[config.mk]
export PLATFORM = sky130hd
export DESIGN_NAME = core_pool_job_dispatcher_top_flat
export DESIGN_NICKNAME = d
export VERILOG_FILES = /design/src/rtl/cpjd_pkg.sv /design/src/rtl/cpjd_stream_if.sv /design/src/rtl/core_pool_job_dispatcher_top.sv /design/src/rtl/cpjd_ctrl.sv /design/src/rtl/cpjd_dp.sv /design/src/flat_wrapper.sv
export VERILOG_INCLUDE_DIRS = /design/src /design/src/rtl
export SDC_FILE = /design/constraint.sdc
export NUM_CORES = 1
export LEC_CHECK = 0
export BUFFER_PORTS_ARGS = -buffer_cell sky130_fd_sc_hd__buf_2
export CAP_MARGIN = 20
export CORE_MARGIN = 1
export CORE_UTILIZATION = 40
export CTS_BUF_LIST = sky130_fd_sc_hd__clkbuf_4
export CTS_CLUSTER_DIAMETER = 30
export CTS_CLUSTER_SIZE = 20
export DETAILED_ROUTE_END_ITERATION = 12
export GPL_ROUTABILITY_DRIVEN = 0
export PLACE_DENSITY = 0.54
export SYNTH_ARGS = -nofsm -noshare
export SYNTH_HDL_FRONTEND = slang
export SYNTH_SLANG_ARGS = --single-unit
[constraint.sdc]
create_clock -name clk_i -period 32.5 [get_ports clk_i]
set_input_delay 4.875 -clock clk_i [delete_from_list [all_inputs] [get_ports clk_i]]
set_output_delay 4.875 -clock clk_i [all_outputs]
set_load 0.02 [all_outputs]
[src/rtl/assert_macros.svh]
// Assertion helpers for the RTL files; the datapath (cpjd_dp.sv) uses them.
// Both expect clk_i and rst_ni in the scope where they are used.
`ifndef ASSERT_MACROS_SVH
`define ASSERT_MACROS_SVH

// Property must hold at every clock edge outside reset.
`define CPJD_ASSERT(lbl, prop, msg) \
  lbl: assert property (@(posedge clk_i) disable iff (!rst_ni) (prop)) else $error(msg);

// Condition must never be seen outside reset.
`define CPJD_NEVER(lbl, cond, msg) \
  `CPJD_ASSERT(lbl, !(cond), msg)

`endif

[src/rtl/cpjd_pkg.sv]
`default_nettype none

package cpjd_pkg;

  // Default sizes of the pool, the task queue and the statistics counters
  localparam int MAX_CORES_DEF  = 8;
  localparam int FIFO_SLOTS_DEF = 16;
  localparam int COUNT_BITS_DEF = 32;

  // Field widths
  localparam int NEED_W    = 3;
  localparam int MASK_W    = 8;
  localparam int MASK_IW   = 3;
  localparam int AGE_W     = 32;
  localparam int TOTAL_W   = 4;
  localparam int DEPTH_W   = 5;
  localparam int CORE_OW   = 4;
  localparam int JOB_OW    = 4;
  localparam int WAIT_OW   = 5;
  localparam int UNFIN_OW  = 5;
  localparam int STAT_OW   = 32;

  // Configuration port
  localparam int CFG_IDX_W  = 1;
  localparam int CFG_DATA_W = 5;
  localparam logic [CFG_IDX_W-1:0] CFG_TOTAL_CORES = 1'd0;
  localparam logic [CFG_IDX_W-1:0] CFG_QUEUE_DEPTH = 1'd1;

  // Register values after reset (before clamping to the configured sizes)
  localparam int TOTAL_CORES_RST = 8;
  localparam int QUEUE_DEPTH_RST = 3;

  typedef struct packed {
    logic              task_arrives;
    logic [NEED_W-1:0] task_cores;
    logic [MASK_W-1:0] finish_mask;
  } in_item_t;

  typedef struct packed {
    logic [CORE_OW-1:0]  free_core_count;
    logic [JOB_OW-1:0]   running_count;
    logic [WAIT_OW-1:0]  waiting_count;
    logic [UNFIN_OW-1:0] unfinished_count;
    logic [STAT_OW-1:0]  arrived_total;
    logic [STAT_OW-1:0]  ignored_total;
    logic [STAT_OW-1:0]  completed_total;
    logic [STAT_OW-1:0]  idle_total;
    logic [STAT_OW-1:0]  run_time_sum;
    logic [STAT_OW-1:0]  busy_core_sum;
  } out_item_t;

  // Controller to datapath
  typedef struct packed {
    logic accept;     // latch the tick, handle the arrival
    logic walk_step;  // retire or age one running job
    logic walk_done;  // commit the compacted job list
    logic dispatch;   // move the queue head onto the job list
    logic stat;       // accumulate busy cores and idle ticks
    logic load;       // capture the result register
  } dp_cmd_t;

  // Datapath to controller
  typedef struct packed {
    logic walk_end;   // every running job has been visited
    logic disp_ok;    // queue head fits (valid in the dispatch state)
  } dp_stat_t;

endpackage

`default_nettype wire

[src/rtl/cpjd_stream_if.sv]
`default_nettype none

// Valid/ready channel; one transfer per edge with valid and ready high
interface cpjd_stream_if #(
  parameter type T = logic
) ();
  logic valid;
  logic ready;
  T     data;

  modport source (output valid, output data, input ready);
  modport sink   (input valid, input data, output ready);
endinterface

`default_nettype wire

[src/rtl/core_pool_job_dispatcher_top.sv]
// Core pool job dispatcher: one input transfer is one tick, one result per tick.
// A tick runs as follows: after the input transfer, the job walk visits each job running at
// the start of the tick and then closes the list; each dispatched task takes a queue read
// and a fit check, and one final read and check ends the dispatch. The statistics step
// follows, then the result is registered, waiting while the previous result is still held.
// Input is taken again once the result has been registered.
// Reset: counters and queue empty, 8 free cores, queue depth 3; no clearing pass.
`default_nettype none

module core_pool_job_dispatcher_top #(
  parameter int MAX_CORES  = cpjd_pkg::MAX_CORES_DEF,
  parameter int FIFO_SLOTS = cpjd_pkg::FIFO_SLOTS_DEF,
  parameter int COUNT_BITS = cpjd_pkg::COUNT_BITS_DEF
) (
  input  logic                            clk_i,
  input  logic                            rst_ni,
  input  logic                            cfg_we_i,
  input  logic [cpjd_pkg::CFG_IDX_W-1:0]  cfg_index_i,
  input  logic [cpjd_pkg::CFG_DATA_W-1:0] cfg_data_i,
  cpjd_stream_if.sink                     in_i,
  cpjd_stream_if.source                   out_o
);
  import cpjd_pkg::*;

  dp_cmd_t   cmd;
  dp_stat_t  stat;
  out_item_t out_data;
  logic      in_ready;
  logic      out_valid;

  cpjd_ctrl u_ctrl (
    .clk_i       (clk_i),
    .rst_ni      (rst_ni),
    .in_valid_i  (in_i.valid),
    .out_ready_i (out_o.ready),
    .stat_i      (stat),
    .cmd_o       (cmd),
    .in_ready_o  (in_ready),
    .out_valid_o (out_valid)
  );

  cpjd_dp #(
    .MAX_CORES  (MAX_CORES),
    .FIFO_SLOTS (FIFO_SLOTS),
    .COUNT_BITS (COUNT_BITS)
  ) u_dp (
    .clk_i       (clk_i),
    .rst_ni      (rst_ni),
    .cfg_we_i    (cfg_we_i),
    .cfg_index_i (cfg_index_i),
    .cfg_data_i  (cfg_data_i),
    .in_data_i   (in_i.data),
    .cmd_i       (cmd),
    .stat_o      (stat),
    .out_data_o  (out_data)
  );

  assign in_i.ready  = in_ready;
  assign out_o.valid = out_valid;
  assign out_o.data  = out_data;

endmodule

`default_nettype wire

[src/rtl/cpjd_ctrl.sv]
`default_nettype none

module cpjd_ctrl (
  input  logic               clk_i,
  input  logic               rst_ni,
  input  logic               in_valid_i,
  input  logic               out_ready_i,
  input  cpjd_pkg::dp_stat_t stat_i,
  output cpjd_pkg::dp_cmd_t  cmd_o,
  output logic               in_ready_o,
  output logic               out_valid_o
);
  import cpjd_pkg::*;

  localparam logic [2:0] S_IDLE  = 3'd0;
  localparam logic [2:0] S_WALK  = 3'd1;
  localparam logic [2:0] S_FETCH = 3'd2;
  localparam logic [2:0] S_DISP  = 3'd3;
  localparam logic [2:0] S_STAT  = 3'd4;
  localparam logic [2:0] S_LOAD  = 3'd5;

  logic [2:0] state_q, state_d;
  logic       out_valid_q, out_valid_d;

  assign in_ready_o  = (state_q == S_IDLE);
  assign out_valid_o = out_valid_q;

  // Sequencing of one tick
  always_comb begin
    state_d = state_q;
    cmd_o   = '0;
    unique case (state_q)
      S_IDLE: begin
        if (in_valid_i) begin
          cmd_o.accept = 1'b1;
          state_d      = S_WALK;
        end
      end
      S_WALK: begin
        if (stat_i.walk_end) begin
          cmd_o.walk_done = 1'b1;
          state_d         = S_FETCH;
        end else begin
          cmd_o.walk_step = 1'b1;
        end
      end
      // head entry is read from the queue memory here
      S_FETCH: begin
        state_d = S_DISP;
      end
      S_DISP: begin
        if (stat_i.disp_ok) begin
          cmd_o.dispatch = 1'b1;
          state_d        = S_FETCH;
        end else begin
          state_d = S_STAT;
        end
      end
      S_STAT: begin
        cmd_o.stat = 1'b1;
        state_d    = S_LOAD;
      end
      S_LOAD: begin
        // wait until the previous result has been taken
        if (!out_valid_q || out_ready_i) begin
          cmd_o.load = 1'b1;
          state_d    = S_IDLE;
        end
      end
      default: begin
        state_d = S_IDLE;
      end
    endcase
  end

  // Result valid flag
  always_comb begin
    out_valid_d = out_valid_q;
    if (out_valid_q && out_ready_i) begin
      out_valid_d = 1'b0;
    end
    if (cmd_o.load) begin
      out_valid_d = 1'b1;
    end
  end

  always_ff @(posedge clk_i or negedge rst_ni) begin
    if (!rst_ni) begin
      state_q     <= S_IDLE;
      out_valid_q <= 1'b0;
    end else begin
      state_q     <= state_d;
      out_valid_q <= out_valid_d;
    end
  end

endmodule

`default_nettype wire

[src/rtl/cpjd_dp.sv]
`default_nettype none
`include "assert_macros.svh"

module cpjd_dp #(
  parameter int MAX_CORES  = cpjd_pkg::MAX_CORES_DEF,
  parameter int FIFO_SLOTS = cpjd_pkg::FIFO_SLOTS_DEF,
  parameter int COUNT_BITS = cpjd_pkg::COUNT_BITS_DEF
) (
  input  logic                            clk_i,
  input  logic                            rst_ni,
  input  logic                            cfg_we_i,
  input  logic [cpjd_pkg::CFG_IDX_W-1:0]  cfg_index_i,
  input  logic [cpjd_pkg::CFG_DATA_W-1:0] cfg_data_i,
  input  cpjd_pkg::in_item_t              in_data_i,
  input  cpjd_pkg::dp_cmd_t               cmd_i,
  output cpjd_pkg::dp_stat_t              stat_o,
  output cpjd_pkg::out_item_t             out_data_o
);
  import cpjd_pkg::*;

  // core counts, job counts, job index
  localparam int CW = $clog2(MAX_CORES + 1);
  localparam int JW = CW;
  localparam int IW = (MAX_CORES > 1) ? $clog2(MAX_CORES) : 1;
  // queue fill and pointer
  localparam int FW = $clog2(FIFO_SLOTS + 1);
  localparam int PW = $clog2(FIFO_SLOTS);
  // sums
  localparam int RW = CW + NEED_W;
  localparam int UW = ((JW > FW) ? JW : FW) + 1;
  localparam int AW = (COUNT_BITS > AGE_W) ? COUNT_BITS : AGE_W;
  localparam int SW = AW + 1;
  localparam int TC_RST = (TOTAL_CORES_RST > MAX_CORES) ? MAX_CORES : TOTAL_CORES_RST;
  localparam int QD_RST = (QUEUE_DEPTH_RST > FIFO_SLOTS) ? FIFO_SLOTS : QUEUE_DEPTH_RST;
  localparam logic [COUNT_BITS-1:0] CNT_MAX = {COUNT_BITS{1'b1}};

  function automatic logic [COUNT_BITS-1:0] sat_inc(input logic [COUNT_BITS-1:0] v);
    return (&v) ? v : v + 1'b1;
  endfunction

  function automatic logic [COUNT_BITS-1:0] sat_add(input logic [COUNT_BITS-1:0] cur,
                                                    input logic [AW-1:0]         amt);
    logic [SW-1:0] sum;
    sum = SW'(cur) + SW'(amt);
    return (sum > SW'(CNT_MAX)) ? CNT_MAX : COUNT_BITS'(sum);
  endfunction

  // Configuration and pool state
  logic [CW-1:0] total_q, total_d;
  logic [FW-1:0] depth_q, depth_d;
  logic [CW-1:0] free_q, free_d;
  logic [CW-1:0] busy_q, busy_d;        // cores held by running jobs
  logic [JW-1:0] job_count_q, job_count_d;
  logic [JW-1:0] idx_q, idx_d;
  logic [JW-1:0] kept_q, kept_d;
  logic [PW-1:0] head_q, head_d;
  logic [FW-1:0] fill_q, fill_d;

  // Statistics
  logic [COUNT_BITS-1:0] arrived_q, arrived_d;
  logic [COUNT_BITS-1:0] ignored_q, ignored_d;
  logic [COUNT_BITS-1:0] completed_q, completed_d;
  logic [COUNT_BITS-1:0] idle_q, idle_d;
  logic [COUNT_BITS-1:0] runtime_q, runtime_d;
  logic [COUNT_BITS-1:0] busysum_q, busysum_d;

  // Payload storage
  logic [NEED_W-1:0] job_need_q [MAX_CORES];
  logic [AGE_W-1:0]  job_age_q  [MAX_CORES];
  logic [NEED_W-1:0] fifo_mem   [FIFO_SLOTS];
  logic [NEED_W-1:0] rd_data_q;
  logic [MASK_W-1:0] mask_q;
  out_item_t         out_q;

  // Combinational helpers
  logic [TOTAL_W-1:0] tc_raw;
  logic [CW-1:0]      tc_cl;
  logic [DEPTH_W-1:0] qd_raw;
  logic [FW-1:0]      qd_cl;
  logic               reject;
  logic [FW:0]        tail_sum;
  logic               fifo_we;
  logic [PW-1:0]      fifo_waddr;
  logic [NEED_W-1:0]  rd_need;
  logic [AGE_W-1:0]   rd_age;
  logic               done;
  logic [RW-1:0]      ret_sum;
  logic               job_we;
  logic [IW-1:0]      job_waddr;
  logic [NEED_W-1:0]  job_wneed;
  logic [AGE_W-1:0]   job_wage;
  logic [CW-1:0]      busy_amt;
  logic [UW-1:0]      unfin;

  // Register clamping
  assign tc_raw = cfg_data_i[TOTAL_W-1:0];
  assign qd_raw = cfg_data_i[DEPTH_W-1:0];
  always_comb begin
    if (tc_raw == '0) begin
      tc_cl = CW'(1);
    end else if (tc_raw > MAX_CORES) begin
      tc_cl = CW'(MAX_CORES);
    end else begin
      tc_cl = CW'(tc_raw);
    end
    if (qd_raw == '0) begin
      qd_cl = FW'(1);
    end else if (qd_raw > FIFO_SLOTS) begin
      qd_cl = FW'(FIFO_SLOTS);
    end else begin
      qd_cl = FW'(qd_raw);
    end
  end

  // Arrival check and queue tail
  assign reject = (in_data_i.task_cores == '0) || (in_data_i.task_cores > total_q) ||
                  (fill_q >= depth_q) || (fill_q >= FIFO_SLOTS);
  assign tail_sum = (FW+1)'(head_q) + (FW+1)'(fill_q);
  assign fifo_waddr = (tail_sum >= FIFO_SLOTS) ? PW'(tail_sum - (FW+1)'(FIFO_SLOTS))
                                               : PW'(tail_sum);
  assign fifo_we = cmd_i.accept && in_data_i.task_arrives && !reject;

  // Job visited by the walk
  assign rd_need  = job_need_q[idx_q[IW-1:0]];
  assign rd_age   = job_age_q[idx_q[IW-1:0]];
  assign done     = (idx_q < MASK_W) && mask_q[MASK_IW'(idx_q)];
  assign ret_sum  = RW'(free_q) + RW'(rd_need);
  assign busy_amt = (total_q > free_q) ? total_q - free_q : '0;
  assign unfin    = UW'(job_count_q) + UW'(fill_q);

  // Status
  assign stat_o.walk_end = (idx_q >= job_count_q);
  assign stat_o.disp_ok  = (fill_q != '0) && (job_count_q < MAX_CORES) &&
                           (rd_data_q <= free_q);

  // Next state
  always_comb begin
    total_d     = total_q;
    depth_d     = depth_q;
    free_d      = free_q;
    busy_d      = busy_q;
    job_count_d = job_count_q;
    idx_d       = idx_q;
    kept_d      = kept_q;
    head_d      = head_q;
    fill_d      = fill_q;
    arrived_d   = arrived_q;
    ignored_d   = ignored_q;
    completed_d = completed_q;
    idle_d      = idle_q;
    runtime_d   = runtime_q;
    busysum_d   = busysum_q;
    job_we      = 1'b0;
    job_waddr   = kept_q[IW-1:0];
    job_wneed   = rd_need;
    job_wage    = (&rd_age) ? rd_age : rd_age + 1'b1;

    // configuration write; free cores follow a new pool size
    if (cfg_we_i) begin
      unique case (cfg_index_i)
        CFG_TOTAL_CORES: begin
          total_d = tc_cl;
          free_d  = (tc_cl > busy_q) ? tc_cl - busy_q : '0;
        end
        CFG_QUEUE_DEPTH: begin
          depth_d = qd_cl;
        end
        default: begin
        end
      endcase
    end

    // arrival
    if (cmd_i.accept) begin
      idx_d  = '0;
      kept_d = '0;
      if (in_data_i.task_arrives) begin
        arrived_d = sat_inc(arrived_q);
        if (reject) begin
          ignored_d = sat_inc(ignored_q);
        end else begin
          fill_d = fill_q + 1'b1;
        end
      end
    end

    // one job: retire it or move it down and age it
    if (cmd_i.walk_step) begin
      idx_d = idx_q + 1'b1;
      if (done) begin
        free_d      = (ret_sum > RW'(total_q)) ? total_q : CW'(ret_sum);
        busy_d      = busy_q - CW'(rd_need);
        runtime_d   = sat_add(runtime_q, AW'(rd_age));
        completed_d = sat_inc(completed_q);
      end else begin
        job_we = 1'b1;
        kept_d = kept_q + 1'b1;
      end
    end

    if (cmd_i.walk_done) begin
      job_count_d = kept_q;
    end

    // head task starts at age one
    if (cmd_i.dispatch) begin
      job_we      = 1'b1;
      job_waddr   = job_count_q[IW-1:0];
      job_wneed   = rd_data_q;
      job_wage    = AGE_W'(1);
      free_d      = free_q - CW'(rd_data_q);
      busy_d      = busy_q + CW'(rd_data_q);
      job_count_d = job_count_q + 1'b1;
      head_d      = (head_q == PW'(FIFO_SLOTS - 1)) ? '0 : head_q + 1'b1;
      fill_d      = fill_q - 1'b1;
    end

    if (cmd_i.stat) begin
      busysum_d = sat_add(busysum_q, AW'(busy_amt));
      if (job_count_q == '0) begin
        idle_d = sat_inc(idle_q);
      end
    end
  end

  always_ff @(posedge clk_i or negedge rst_ni) begin
    if (!rst_ni) begin
      total_q     <= CW'(TC_RST);
      depth_q     <= FW'(QD_RST);
      free_q      <= CW'(TC_RST);
      busy_q      <= '0;
      job_count_q <= '0;
      idx_q       <= '0;
      kept_q      <= '0;
      head_q      <= '0;
      fill_q      <= '0;
      arrived_q   <= '0;
      ignored_q   <= '0;
      completed_q <= '0;
      idle_q      <= '0;
      runtime_q   <= '0;
      busysum_q   <= '0;
    end else begin
      total_q     <= total_d;
      depth_q     <= depth_d;
      free_q      <= free_d;
      busy_q      <= busy_d;
      job_count_q <= job_count_d;
      idx_q       <= idx_d;
      kept_q      <= kept_d;
      head_q      <= head_d;
      fill_q      <= fill_d;
      arrived_q   <= arrived_d;
      ignored_q   <= ignored_d;
      completed_q <= completed_d;
      idle_q      <= idle_d;
      runtime_q   <= runtime_d;
      busysum_q   <= busysum_d;
    end
  end

  // Task queue memory, head read registered
  always_ff @(posedge clk_i) begin
    if (fifo_we) begin
      fifo_mem[fifo_waddr] <= in_data_i.task_cores;
    end
    rd_data_q <= fifo_mem[head_q];
  end

  // Job list
  always_ff @(posedge clk_i) begin
    if (job_we) begin
      job_need_q[job_waddr] <= job_wneed;
      job_age_q[job_waddr]  <= job_wage;
    end
  end

  // Tick payload and result register
  always_ff @(posedge clk_i) begin
    if (cmd_i.accept) begin
      mask_q <= in_data_i.finish_mask;
    end
    if (cmd_i.load) begin
      out_q.free_core_count  <= CORE_OW'(free_q);
      out_q.running_count    <= JOB_OW'(job_count_q);
      out_q.waiting_count    <= WAIT_OW'(fill_q);
      out_q.unfinished_count <= UNFIN_OW'(unfin);
      out_q.arrived_total    <= STAT_OW'(arrived_q);
      out_q.ignored_total    <= STAT_OW'(ignored_q);
      out_q.completed_total  <= STAT_OW'(completed_q);
      out_q.idle_total       <= STAT_OW'(idle_q);
      out_q.run_time_sum     <= STAT_OW'(runtime_q);
      out_q.busy_core_sum    <= STAT_OW'(busysum_q);
    end
  end

  assign out_data_o = out_q;

  // Checks
  `CPJD_ASSERT(a_free_le_total, free_q <= total_q, "free cores exceed pool size")
  `CPJD_ASSERT(a_busy_bound, busy_q <= MAX_CORES, "held cores exceed pool limit")
  `CPJD_NEVER(a_fill_bound, fill_q > FIFO_SLOTS, "queue fill beyond its slots")
  `CPJD_ASSERT(a_disp_grows, cmd_i.dispatch |=> (job_count_q == $past(job_count_q) + 1'b1),
               "dispatch did not add a job")

endmodule

`default_nettype wire

[src/flat_wrapper.sv]
// flat-port wrapper written by rule: the top's interface ports become plain ports
module core_pool_job_dispatcher_top_flat import cpjd_pkg::*;
#(
  parameter int MAX_CORES  = cpjd_pkg::MAX_CORES_DEF,
  parameter int FIFO_SLOTS = cpjd_pkg::FIFO_SLOTS_DEF,
  parameter int COUNT_BITS = cpjd_pkg::COUNT_BITS_DEF
)
  (clk_i, rst_ni, cfg_we_i, cfg_index_i, cfg_data_i, in_i_valid, in_i_data, in_i_ready, out_o_valid, out_o_data, out_o_ready);
  cpjd_stream_if #(.T(in_item_t)) in_i_i ();
  cpjd_stream_if #(.T(out_item_t)) out_o_i ();
  input  logic clk_i;
  input  logic rst_ni;
  input  logic cfg_we_i;
  input  logic [cpjd_pkg::CFG_IDX_W-1:0] cfg_index_i;
  input  logic [cpjd_pkg::CFG_DATA_W-1:0] cfg_data_i;
  input wire logic [$bits(in_i_i.valid)-1:0] in_i_valid;
  input wire logic [$bits(in_i_i.data)-1:0] in_i_data;
  output wire logic [$bits(in_i_i.ready)-1:0] in_i_ready;
  output wire logic [$bits(out_o_i.valid)-1:0] out_o_valid;
  output wire logic [$bits(out_o_i.data)-1:0] out_o_data;
  input wire logic [$bits(out_o_i.ready)-1:0] out_o_ready;
  assign in_i_i.valid = in_i_valid;
  assign in_i_i.data = in_i_data;
  assign in_i_ready = in_i_i.ready;
  assign out_o_valid = out_o_i.valid;
  assign out_o_data = out_o_i.data;
  assign out_o_i.ready = out_o_ready;
  core_pool_job_dispatcher_top #(.MAX_CORES(MAX_CORES), .FIFO_SLOTS(FIFO_SLOTS), .COUNT_BITS(COUNT_BITS)) u_core (.clk_i(clk_i), .rst_ni(rst_ni), .cfg_we_i(cfg_we_i), .cfg_index_i(cfg_index_i), .cfg_data_i(cfg_data_i), .in_i(in_i_i), .out_o(out_o_i));
endmodule
==> summary.txt <==
Status
  – Status: finished clean

Final layout
  – Final non-filler cell total: 3854
  – Layout cells sized above 1: 0.236
  – Post-layout nets: 2770
  – Area of the multi-input gates: ~11000 µm²
  – Syn-to-layout area delta: 14.4%
  – Design area: 38500 µm²
  – Filler cell count: 7360
  – Register area: around 22000 µm²

Drt
  – Initial drt markers: approximately 1300
  – WL/cell: 19.7 µm
  – Vias/cell: 5.23
  – 1st-pass router iterations: 5
  – Antenna-violating nets left: 0
  – Vias: a little over 20000
  – Drt total wl: 75.8 mm
  – Drt drc: 0

Place
  – DP HPWL: just over 50 mm
  – Dpl cells: 3571
  – Dpl ws: 24.32 ns
  – Placed cell areas: about 36000 µm²
  – PortBufs: 234

Floorplan
  – Die height: 292 µm
  – # IOs: 235
  – Std cell rows: approximately 110
  – Overall die width: 292 µm
  – Initial Util: 0.404
  – Placeable core area: 83400 µm²
  – Die area: 85300 µm²

STA
  – Worst-Margin Slew: 0.995 ns
  – Setup-failing EPs final: 0
  – Max Freq: 138 MHz
  – Minimum clock period after layout: 7.26 ns
  – Final Skew: 0.0956 ns
  – Final critical-path share of the clock period: 0.223
  – Setup TNS: 0 ns
  – RSZ-0062 raised after global routing: false
  – Max-slew headroom: 0.332
  – Final Hold Viols: 0
  – Slew Limit Fails: 0
  – WHS: 0.463 ns
  – Final worst slack: approximately 25 ns

Clock network
  – Setup bufs post-CTS: 0
  – Post-CTS Resized: 0
  – CTS tree: yes
  – Hold Buf Count CTS: 0
  – CTS Buf Count: 151
  – Max Buffers Root-to-Sink: 3
  – # H-tree levels: 4
  – Root Buffer: clkbuf_4
  – Clock sink total: 783
  – Clk pin slew, worst setup/hold paths: 0.09 ns
  – Clock Latency Late Sink: 1.00 ns

Logic synthesis
  – Area leader, netlist: edfxtp_1
  – EDFF count, synth: 546
  – Post-synth cell types: 80
  – Warnings from Yosys: 0
  – Synth Flop Type: edfxtp_1
  – Most common cell in the netlist: edfxtp_1
  – Avg Inst Size Synth: 14.6 µm²
  – Syn Nets: 2423
  – Top cell type's share of synthesized area: 0.487
  – Post-synthesis register bit count: 783
  – Asr flop ratio synth: 0.299
  – Sequential area share after synthesis: 0.663
  – Post-synth top cells: edfxtp_1 (546), dfrtp_1 (230), nand2_1 (189), xnor2_1 (159), nor2_1 (133)
  – Top cells by area, synth: edfxtp_1 (49%), dfrtp_1 (17%), mux4_2 (4.5%)
  – Post-Syn Area: approximately 34000 µm²
  – Syn Inst Count: 2300

GRT
  – Initial antenna violation count: 3
  – Number of global-route vias before repair: approximately 21000
  – Overflow after GRT: 0
  – First-pass GRT wire length: 119 mm
  – Largest net degree at the start of global routing: 108
  – Total GRT Usage: 0.179

Power and ir drop
  – PD cells: just over 90 nW/µm²
  – Peak supply drop: 0.0000409 V
  – Pleak: 14.6 nW

Job
  – Max cap viols: 0

Worst setup path
  – Critical Path Sink Type: flop
  – CP Launch Type: input pin
  – Crit Path Max Fanout: 18
  – Worst endpoint required time: between 30 and 40 ns
  – CP Class: in2reg
  – Critical path arrival: 7.86 ns

Hold path
  – Worst hold path type: reg2reg
[flip-flops by register name (all words and copies together) (netlist names), 5 cells and up]
name	count
u_core.u_dp.arrived_q	32
u_core.u_dp.busysum_q	32
u_core.u_dp.completed_q	32
u_core.u_dp.depth_q	5
u_core.u_dp.fifo_mem	48
u_core.u_dp.fill_q	5
u_core.u_dp.idle_q	32
u_core.u_dp.ignored_q	32
u_core.u_dp.job_age_q	256
u_core.u_dp.job_need_q	24
u_core.u_dp.mask_q	8
u_core.u_dp.out_data_o	210
u_core.u_dp.runtime_q	32
[critical path, cell delays in order]
cell      delay (ns)
buf_2           0.32
ha_1            0.31
nor2b_1         0.13
o21ai_0         0.15
nand2b_1        0.07
a221oi_1        0.80
nand3_1         0.38
nor2b_1         0.25
nand2_1         0.15
nor3_1          0.42
[layer usage]
layer  wire length [µm]  global-route usage  up-vias
met5                  0                   0        -
met4               1680              0.0619        0
met3               3450              0.0345      123
met2              36400               0.292      494
met1              34300               0.240    10100
li1                   -                   -     9407
[logic make-up (layout without fill, tap and decap cells)]
| logic type | count (synthesis) | in the layout | synth area share |
|---|---|---|---|
| flip-flops | 783 | 783 | 0.663 |
| AND/OR/NAND/NOR | 657 | 657 | 0.0960 |
| AO/OA/AOI/OAI | 268 | 268 | 0.0543 |
| XOR/XNOR | 222 | 222 | 0.0578 |
| buffers and inverters | 138 | 610 | 0.0190 |
| multiplexers | 132 | 132 | 0.0705 |
| adder cells (fa/ha/maj) | 100 | 100 | 0.0394 |
| other | 0 | 2 | 0 |
[path summary, 6_finish.rpt]
path / start / depth (start not counted) / slack, ns / endpoint
setup / recovery: in_i_data[9] / 10 / 25.24 / u_core.u_dp.fifo_mem[4][1]
hold / removal: u_core.u_dp.completed_q[12] / 0 / 0.46 / u_core.u_dp.out_data_o[108]
setup reg to reg: u_core.u_dp.idx_q[1] / 12 / 26.74 / u_core.u_dp.runtime_q[6]
hold reg to reg: u_core.u_dp.completed_q[12] / 0 / 0.46 / u_core.u_dp.out_data_o[108]
max in group asynchronous: rst_ni / 2 / 27.19 / u_core.u_dp.idx_q[0]
min in group asynchronous: rst_ni / 1 / 3.92 / u_core.u_dp.idle_q[5]
[metrics by stage]
stage | total power [mW] | util
after floorplan | 2.37 | -
after global placement | 2.68 | 0.432
after detailed placement | 2.72 | 0.432
after CTS | 3.55 | 0.461
after global routing | 3.74 | 0.461
final | 3.51 | 0.461
[cell usage in the layout (no fill, tap or decap), types with 40 or more instances in the layout]
cell type and instances:
edfxtp_1 546, buf_2 233, dfrtp_1 228, nand2_1 189
clkbuf_4 173, xnor2_1 159, nor2_1 125, nand3_1 92
ha_1 90, a21oi_1 75, inv_1 69, mux4_2 68
xor2_1 63, and3_1 54, o21ai_0 46, nor3_1 40
[power by group]
| part | internal (mW) | total (mW) | switching, mW |
|---|---|---|---|
| Combinational | 0.510 | 1.29 | 0.783 |
| Sequential | 1.31 | 1.40 | 0.0975 |
| Clock | 0.405 | 0.812 | 0.407 |
[final cells by class]
| class | instances | share of cell area |
|---|---|---|
| Antenna cell | 2 | 0.000130 |
| Multi-Input combinational cell | 1379 | 0.280 |
| Sequential cell | 783 | 0.580 |
| Clock inverter | 105 | 0.0273 |
| Timing Repair Buffer | 260 | 0.0367 |
| Inverter | 72 | 0.00702 |
| Clock buffer | 173 | 0.0337 |
| Tap cell | 1080 | 0.0351 |
(Power assumes the default switching activity.)
